File: src/hw/rtl/tcw_pkg.sv
// Package for the text console writer: item kinds, character codes,
// sequencer states and default screen geometry. No dependencies.
package tcw_pkg;

    localparam int ROWS_DEF = 25;
    localparam int COLS_DEF = 80;

    localparam logic [7:0] NEWLINE_CODE = 8'd10;
    localparam logic [7:0] SPACE_CODE   = 8'd32;
    localparam logic [7:0] BLANK_CODE   = 8'd0;

    typedef enum logic [1:0] {
        KIND_PUT   = 2'd0,
        KIND_READ  = 2'd1,
        KIND_CLEAR = 2'd2
    } kind_t;

    typedef enum logic [3:0] {
        ST_INIT,
        ST_IDLE,
        ST_PUT_CHK,
        ST_PUT_WR,
        ST_NL_FILL,
        ST_POST,
        ST_SCR_COPY,
        ST_SCR_DRAIN,
        ST_SCR_ZERO,
        ST_SCR_END,
        ST_CLR,
        ST_RD_ISSUE,
        ST_RD_DATA,
        ST_DONE
    } tcw_state_t;

endpackage

File: src/hw/rtl/tcw_seq.sv
// Sequencer of the text console writer: cursor, line count and the
// cell-at-a-time walks for fill, scroll, clear and reset clearing.
// Depends on tcw_pkg; drives the ports of tcw_screen_mem.
module tcw_seq
    import tcw_pkg::*;
#(
    parameter int ROWS  = ROWS_DEF,
    parameter int COLS  = COLS_DEF,
    parameter int CELLS = ROWS * COLS,
    parameter int AW    = $clog2(CELLS + 1),
    parameter int MAW   = $clog2(CELLS),
    parameter int LW    = $clog2(ROWS + 1)
) (
    input  logic           clk,
    input  logic           rst_n,
    input  logic           in_valid,
    output logic           in_ready,
    input  logic [1:0]     kind,
    input  logic [7:0]     code,
    input  logic [4:0]     row,
    input  logic [6:0]     col,
    output logic           mem_we,
    output logic [MAW-1:0] mem_waddr,
    output logic [7:0]     mem_wdata,
    output logic [MAW-1:0] mem_raddr,
    input  logic [7:0]     mem_rdata,
    output logic           res_valid,
    input  logic           res_take,
    output logic [7:0]     res_cell,
    output logic [AW-1:0]  res_cursor,
    output logic [LW-1:0]  res_lines
);

    localparam int CW = $clog2(COLS);

    tcw_state_t     state_reg, state_next;
    logic [7:0]     code_reg, code_next;
    logic [MAW-1:0] rd_addr_reg, rd_addr_next;
    logic           rd_ok_reg, rd_ok_next;
    logic [MAW-1:0] ptr_reg, ptr_next;
    logic           post_reg, post_next;
    logic           pend_reg, pend_next;
    logic [MAW-1:0] pend_addr_reg, pend_addr_next;
    logic [7:0]     cell_reg, cell_next;
    logic [AW-1:0]  pos_reg, pos_next;
    logic [CW-1:0]  col_reg, col_next;
    logic [LW-1:0]  lines_reg, lines_next;

    // Shared address adder: source address during a scroll copy, cursor
    // step on writes, and cursor minus one row at the end of a scroll.
    logic [AW-1:0]  alu_a, alu_b, alu_sum;

    logic           accept;
    logic           full;
    logic           last_col;
    logic           ptr_last;
    logic           copy_last;
    logic           pos_in;
    logic [15:0]    rd_lin;

    assign accept    = in_valid && in_ready;
    assign full      = lines_reg >= LW'(ROWS);
    assign last_col  = col_reg == CW'(COLS - 1);
    assign ptr_last  = ptr_reg == MAW'(CELLS - 1);
    assign copy_last = ptr_reg == MAW'(CELLS - COLS - 1);
    assign pos_in    = pos_reg < AW'(CELLS);
    assign rd_lin    = 16'(row) * 16'(COLS) + 16'(col);

    always_comb
    begin
        alu_a = pos_reg;
        alu_b = AW'(1);
        case (state_reg)
            ST_SCR_COPY:
            begin
                alu_a = AW'(ptr_reg);
                alu_b = AW'(COLS);
            end
            ST_SCR_END:
            begin
                alu_a = pos_reg;
                alu_b = ~AW'(COLS) + AW'(1);
            end
            default:
            begin
                alu_a = pos_reg;
                alu_b = AW'(1);
            end
        endcase
        alu_sum = alu_a + alu_b;
    end

    // Next state.
    always_comb
    begin
        state_next = state_reg;
        case (state_reg)
            ST_INIT:
                if (ptr_last) state_next = ST_IDLE;
            ST_IDLE:
                if (accept)
                begin
                    case (kind)
                        KIND_PUT:   state_next = ST_PUT_CHK;
                        KIND_READ:  state_next = ST_RD_ISSUE;
                        KIND_CLEAR: state_next = ST_CLR;
                        default:    state_next = ST_DONE;
                    endcase
                end
            ST_PUT_CHK:
                if (full)
                    state_next = ST_SCR_COPY;
                else if (code_reg == NEWLINE_CODE)
                    state_next = ST_NL_FILL;
                else
                    state_next = ST_PUT_WR;
            ST_PUT_WR:
                state_next = ST_POST;
            ST_NL_FILL:
                if (last_col) state_next = ST_DONE;
            ST_POST:
                state_next = full ? ST_SCR_COPY : ST_DONE;
            ST_SCR_COPY:
                if (copy_last) state_next = ST_SCR_DRAIN;
            ST_SCR_DRAIN:
                state_next = ST_SCR_ZERO;
            ST_SCR_ZERO:
                if (ptr_last) state_next = ST_SCR_END;
            ST_SCR_END:
                state_next = post_reg ? ST_POST : ST_PUT_CHK;
            ST_CLR:
                if (ptr_last) state_next = ST_DONE;
            ST_RD_ISSUE:
                state_next = ST_RD_DATA;
            ST_RD_DATA:
                state_next = ST_DONE;
            ST_DONE:
                if (res_take) state_next = ST_IDLE;
            default:
                state_next = ST_INIT;
        endcase
    end

    // Outputs and memory ports.
    always_comb
    begin
        in_ready  = 1'b0;
        res_valid = 1'b0;
        mem_we    = 1'b0;
        mem_waddr = ptr_reg;
        mem_wdata = BLANK_CODE;
        mem_raddr = ptr_reg;
        case (state_reg)
            ST_INIT:
            begin
                mem_we    = 1'b1;
                mem_wdata = BLANK_CODE;
            end
            ST_IDLE:
                in_ready = 1'b1;
            ST_PUT_WR:
            begin
                mem_we    = pos_in;
                mem_waddr = pos_reg[MAW-1:0];
                mem_wdata = code_reg;
            end
            ST_NL_FILL:
            begin
                mem_we    = pos_in;
                mem_waddr = pos_reg[MAW-1:0];
                mem_wdata = SPACE_CODE;
            end
            ST_SCR_COPY, ST_SCR_DRAIN:
            begin
                mem_raddr = alu_sum[MAW-1:0];
                mem_we    = pend_reg;
                mem_waddr = pend_addr_reg;
                mem_wdata = mem_rdata;
            end
            ST_SCR_ZERO:
            begin
                mem_we    = 1'b1;
                mem_wdata = BLANK_CODE;
            end
            ST_CLR:
            begin
                mem_we    = 1'b1;
                mem_wdata = SPACE_CODE;
            end
            ST_RD_ISSUE:
                mem_raddr = rd_addr_reg;
            ST_DONE:
                res_valid = 1'b1;
            default:
                in_ready = 1'b0;
        endcase
    end

    // Datapath registers.
    always_comb
    begin
        code_next      = code_reg;
        rd_addr_next   = rd_addr_reg;
        rd_ok_next     = rd_ok_reg;
        ptr_next       = ptr_reg;
        post_next      = post_reg;
        pend_next      = state_reg == ST_SCR_COPY;
        pend_addr_next = ptr_reg;
        cell_next      = cell_reg;
        pos_next       = pos_reg;
        col_next       = col_reg;
        lines_next     = lines_reg;
        case (state_reg)
            ST_INIT:
                ptr_next = ptr_last ? '0 : ptr_reg + MAW'(1);
            ST_IDLE:
                if (accept)
                begin
                    code_next    = code;
                    rd_addr_next = rd_lin[MAW-1:0];
                    rd_ok_next   = (32'(row) < 32'(ROWS)) && (32'(col) < 32'(COLS));
                    cell_next    = 8'd0;
                    ptr_next     = '0;
                    post_next    = 1'b0;
                end
            ST_PUT_CHK:
            begin
                ptr_next  = '0;
                post_next = 1'b0;
            end
            ST_POST:
            begin
                ptr_next  = '0;
                post_next = 1'b1;
            end
            ST_PUT_WR, ST_NL_FILL:
            begin
                pos_next = alu_sum;
                if (last_col)
                begin
                    col_next   = '0;
                    lines_next = lines_reg + LW'(1);
                end
                else
                begin
                    col_next = col_reg + CW'(1);
                end
            end
            ST_SCR_COPY, ST_SCR_ZERO:
                ptr_next = ptr_reg + MAW'(1);
            ST_SCR_END:
            begin
                if (lines_reg != '0)
                    lines_next = lines_reg - LW'(1);
                if (pos_reg >= AW'(COLS))
                    pos_next = alu_sum;
                else
                begin
                    pos_next = '0;
                    col_next = '0;
                end
            end
            ST_CLR:
            begin
                ptr_next = ptr_reg + MAW'(1);
                if (ptr_last)
                begin
                    pos_next   = '0;
                    col_next   = '0;
                    lines_next = '0;
                end
            end
            ST_RD_DATA:
                cell_next = rd_ok_reg ? mem_rdata : 8'd0;
            default:
                ptr_next = ptr_reg;
        endcase
    end

    always_ff @(posedge clk or negedge rst_n)
    begin
        if (!rst_n)
        begin
            state_reg <= ST_INIT;
            ptr_reg   <= '0;
            pos_reg   <= '0;
            col_reg   <= '0;
            lines_reg <= '0;
            pend_reg  <= 1'b0;
            post_reg  <= 1'b0;
        end
        else
        begin
            state_reg <= state_next;
            ptr_reg   <= ptr_next;
            pos_reg   <= pos_next;
            col_reg   <= col_next;
            lines_reg <= lines_next;
            pend_reg  <= pend_next;
            post_reg  <= post_next;
        end
    end

    always_ff @(posedge clk)
    begin
        code_reg      <= code_next;
        rd_addr_reg   <= rd_addr_next;
        rd_ok_reg     <= rd_ok_next;
        pend_addr_reg <= pend_addr_next;
        cell_reg      <= cell_next;
    end

    assign res_cell   = cell_reg;
    assign res_cursor = pos_reg;
    assign res_lines  = lines_reg;

endmodule

File: config.mk
export PLATFORM = sky130hd
export DESIGN_NAME = tcw_seq
export DESIGN_NICKNAME = d
export VERILOG_FILES = /design/src/hw/rtl/tcw_pkg.sv /design/src/hw/rtl/tcw_seq.sv
export SDC_FILE = /design/constraint.sdc
export NUM_CORES = 1
export LEC_CHECK = 0
export BUFFER_PORTS_ARGS = -buffer_cell sky130_fd_sc_hd__buf_4
export CAP_MARGIN = 20
export CELL_PAD_IN_SITES_DETAIL_PLACEMENT = 2
export CELL_PAD_IN_SITES_GLOBAL_PLACEMENT = 2
export CORE_UTILIZATION = 34
export DETAILED_ROUTE_END_ITERATION = 10
export PLACE_DENSITY_LB_ADDON = 0.1
export SLEW_MARGIN = 0
export SYNTH_ARGS = -nofsm -noshare
export SYNTH_HDL_FRONTEND = slang
export SYNTH_SLANG_ARGS = --single-unit
File: constraint.sdc
create_clock -name clk -period 3.78 [get_ports clk]
set_input_delay 0.189 -clock clk [delete_from_list [all_inputs] [get_ports clk]]
set_output_delay 0.189 -clock clk [all_outputs]
set_load 0.1 [all_outputs]
== Word level (Yosys, flattened, before mapping) ==
Index checks and enable logic that the tools add are counted.
Widths: inputs -> output; s select.
Storage, ports and cells
  flip-flop bits (word level): 79
  output and inout port bits: 57
Cells by class
  add/sub/neg operators: 6
  multipliers: 1
  magnitude comparators: 5
  equality and inequality tests: 29
  mux-type cells: 40
  reduce and logical (&&, ||, !) cells: 23
Operator list (count)
  $pmux 11 s2: 3
  $pmux 4 s14: 1
  $mux 11: 5
  $pmux 11 s4: 1
  $pmux 11 s3: 1
  $mux 4: 8
  $eq 4x4->1 const B: 6
  $pmux 8 s3: 1
  $eq 11x11->1 const B: 2
  $mux 7: 3
  $pmux 7 s3: 1
  $eq 4x3->1 const B: 4
  $mux 8: 2
  $ne 2x2->1 const B: 8
  $pmux 8 s2: 1
  $mux 5: 3
  $pmux 5 s3: 1
  $pmux 4 s3: 1
  $add 11x1->11 const B: 1
  $add 11x11->11: 1
  $add 11x7->11: 1
  $ge 11x7->1 const B: 1
  $lt 11x11->1 const B: 1
  $reduce_and 2->1: 5
  29 further kinds: 42

== Depth between registers and ports, before layout ==
  depth in word-level cells: 5
  gate-level depth with buffers: 16
  depth with buffers taken out: 14

== Worst setup path before layout ==
OpenSTA, ideal clock, no wires.
  path type: register -> output
  start: register state_reg[0]
  end: output mem_raddr[8]
  arrival time: 4.463 ns
  slack: -0.872 ns
  cell stages (with the launch flop): 14
  buffers on the path: 2
  cells stage by stage: dfrtp_1 buf_2 nand4bb_1 buf_1 nand2_1 inv_1 ha_1 ha_1 nand4_1 mux2i_1 a41oi_2 o21ai_1 xnor2_1 o21ai_0
Between the ends
  cells in the longest elaborated chain, start to end: 4
  elaborated cells on any way between the ends: 9
  those cells by class: add/sub (1); eq/ne (4); mux (3); reduce/logical (1)
Ends and longest elaborated chain
  start, declared: line tcw_seq.sv:36  | tcw_state_t state_reg, state_next;
  start signal, assigned: line tcw_seq.sv:294  | state_reg <= state_next;
  $eq 4x4->1 or $eq 4x3->1 (tied branches): line tcw_seq.sv:73, tcw_seq.sv:153
  $pmux 11 s2 or $mux 11 (tied branches): line tcw_seq.sv:73  | case (state_reg)
  $add 11x11->11: line tcw_seq.sv:90  | alu_sum = alu_a + alu_b;
  $pmux 11 s2 *: line tcw_seq.sv:153  | case (state_reg)
  end, declared: line tcw_seq.sv:25  | output logic [MAW-1:0] mem_raddr,
Every way passes the cells marked *; elsewhere a longest branch is shown, timed or not.

== Final worst setup path ==
  start: register state_reg[0]
  end: output mem_raddr[10]
The elaborated chain is that of the path after synthesis.

==> out/results.tsv <==
metric	value	unit
antenna-violating nets left	0	
initial antenna violation count	0	
LEAKAGE	0.00264	uW
Initial Util	35.1	%
Fmax	279	MHz
CTS Buf Count	9	
CP arrival	3.40	ns
synth unique cells	64	
Hold Path Class	in2reg	
Post-synth top cells	nand2_1 (70), nor2_1 (48), dfrtp_1 (40), o21ai_0 (38), edfxtp_1 (28)	
Synth Area in Compound Gates	19.3	%
P_int	2430	uW
Top delay family on crit path	compound AO/OA/AOI/OAI gates	
Yosys warning count	0	
DRT iter0 DRCs	209	
CP endpoint kind	output port	
Post-synth EDFFs	28	
DR DRC count	0	
Die Wd	122	um
R2R depth	14	
Comb pwr share	56.2	%
Mapped Cells	534	
Sink Count	79	
pin count of the biggest net entering global routing	41	
sequential share of the synthesized area	42.1	%
# H-tree levels	3	
share of the synthesized area in the top cell type	20.5	%
Sw Ratio	53.6	%
final net count	678	
post-synthesis simple-gate area fraction	20.8	%
Overflow after GRT	0	
Final Cycle Share	94.8	%
final setup fails	0	
Rel. slew slack	34.7	%
CTS tree	built	
Primary FF master, synth	dfrtp_1	
DRT Wirelength	18000	um
sum of buffers and inverters on the critical path	2	
row count	43	
reg2reg setup slack	0.79	ns
DR vias	4576	
CP max FO	18	
DP HPWL	13400	um
clock share of power	17.9	%
mux cell area share after synthesis	1.92	%
status	finished clean	
Worst path depth	15	
overall power	5230	uW
crit path cell chain	nor2b_2 > nand2_4 > inv_8 > nand2_1 > nand2_1 > ha_1 > ha_2 > nand4_1 > mux2i_1 > a41oi_2 > o21ai_2 > a31oi_1 > xnor2_1 > o21ai_2 > buf_8	
die area	14900	um2
Hold Crit Depth	1	
Max Transition Viols Final	0	
vias in the first global route	4909	
slowest CP cell	dfrtp_1	
DR WL/cell	22.3	um
Post-synth ARST share	50.6	%
P_sw	2800	uW
Cell Area, Synth	4890	um2
Buffers on Ports	90	
Hold Fails Final Rpt	0	
Min Clock Period, post-route	3.58	ns
io pins	91	
Routability Congestion	0.863	
Max-Cap Viols	0	
CTS clk-pin slew, worst paths	0.07	ns
share of layout cells above drive strength 1	22.1	%
sequential share of power	25.9	%
mean post-synth cell area	9.16	um2
setup_tns	0	ns
WP data required	3.59	ns
worst hold slack	0.0123	ns
TritonRoute pass-1 iters	8	
largest family of logic cells by synthesized area	simple AND/OR/NAND/NOR gates	
post-synthesis xor/xnor area fraction	6.27	%
Least-Margin Pin Slew	0.976	ns
count leader, synth	nand2_1	
Crit Path Class	reg2out	
RSZ-0062 raised after global routing	false	
core area	13900	um2
Synth Net Count	589	
GRT Total Usage	25.2	%
P&R area growth vs syn	25.5	%
PwrDens	852	nW/um2
ANT cells	0	
dominant cell type by area after synthesis	dfrtp_1	
Post-Synth Adder-Cell Area	5.68	%
CP startpoint kind	flip-flop	
Root Driver	clkbuf_16	
Avg Vias per Cell	5.66	
first-pass GRT wire length	27900	um
Max Root-Sink Buffers	2	
Post-CTS Setup Repair Bufs	0	
Peak VDD IR	0.671	mV
FF+latch count, synth	79	
CP max stage delay	0.41	ns
ranking of synthesized cells by area	dfrtp_1 (20%), edfxtp_1 (17%), nand2_1 (5.4%), ha_1 (4.9%), dfxtp_1 (4.5%)	
clk_lat worst skew	0.35	ns
die height	122	um
clk_skew	0.0103	ns
[worst reg2reg max path, stage by stage (launching register included)]
cell     delay (ns)
dfrtp_1        0.41
nor2b_2        0.22
nand2_4        0.16
inv_8          0.17
nand2_1        0.08
nand2_1        0.08
ha_1           0.26
ha_2           0.25
nand4_1        0.10
mux2i_1        0.23
a41oi_2        0.18
o21ai_2        0.20
a31oi_1        0.12
xnor2_1        0.28
o21ai_1        0.11
[what timing repair did]
action / CTS / global route
gates resized for setup: 0 / 5
endpoints found under the setup margin: 0 / 1
hold buffers: 1 / 0
hold endpoints to repair: 40 / 0
[layout by cell type, fill, tap and decap left out, types with 3 or more instances in the layout]
cell / instances
mux2_2: 3
edfxtp_1: 28
dfrtp_1: 40
inv_1: 15
o22ai_1: 3
xor2_1: 14
a21oi_1: 21
a22o_1: 12
nor2_1: 48
nor4b_1: 3
buf_4: 104
nor3_1: 13
a21o_1: 9
o31ai_1: 3
o21ai_1: 12
dfxtp_1: 11
o32ai_1: 3
nor2b_1: 5
clkbuf_16: 10
ha_1: 18
a221o_1: 4
a31oi_1: 4
nand2b_1: 6
and2_1: 14
nor4_1: 3
a22oi_1: 20
xnor2_1: 21
nand3_1: 13
nand4_1: 8
nand2_1: 70
mux2i_1: 6
o21ai_0: 31
[final timing paths]
| path | end | from |
|---|---|---|
| max reg2reg | res_cursor[10] | state_reg[0] |
| max in group asynchronous | state_reg[1] | rst_n |
| min reg2reg | pend_addr_reg[6] | pend_addr_next[6] |
| max | mem_raddr[10] | state_reg[0] |
| min | rd_addr_reg[0] | col[0] |
| min in group asynchronous | post_reg | rst_n |
[layer usage]
layer | GRT usage [%] | vias to the layer above | wire length, um
li1 | - | 2113 | -
met1 | 32.4 | 2345 | 7920
met2 | 42.4 | 96 | 9090
met3 | 3.28 | 22 | 640
met4 | 10.2 | 0 | 384
met5 | 0 | - | 0
[stage by stage]
stage / setup WS, ns / area [um2] / instances / util [%]
2_1_floorplan: -0.116 / 4900 / 534 / -
3_3_place_gp: 0.638 / 5790 / 791 / 41.6
3_5_place_dp: 0.476 / 5790 / 791 / 41.6
4_1_cts: 0.0828 / 6120 / 808 / 44.0
5_1_grt: 0.0111 / 6140 / 808 / 44.1
6_report: 0.195 / 6140 / 808 / 44.1
[final cells by class]
cell class | instances | area [um2]
clock buffers | 12 | 268
multi-input cells | 410 | 2660
inverters | 17 | 71.3
well taps | 180 | 225
repair buffers | 106 | 806
fillers | 1525 | 7790
flip-flops and latches | 79 | 2060
clock inverters | 4 | 52.6
[cells by family (layout without fill, tap and decap cells)]
group	count (synthesis)	after routing
and+or+nand+nor	204	204
DFF	79	79
xor gates and xnor gates	35	35
muxes	9	9
adders and majority gates	21	21
AOI/OAI and AO/OA	141	141
buffers and inverters	45	139
[power groups by stage]
stage / logic, uW / clock network, uW / registers [uW]
finish: 2940 / 937 / 1350
global route: 3090 / 974 / 1390
CTS: 2940 / 956 / 1350
detailed placement: 2920 / 0 / 1370
global placement: 2840 / 0 / 1350
floorplan: 1630 / 0 / 1820
Note: power is estimated with default switching activity, not from simulation.
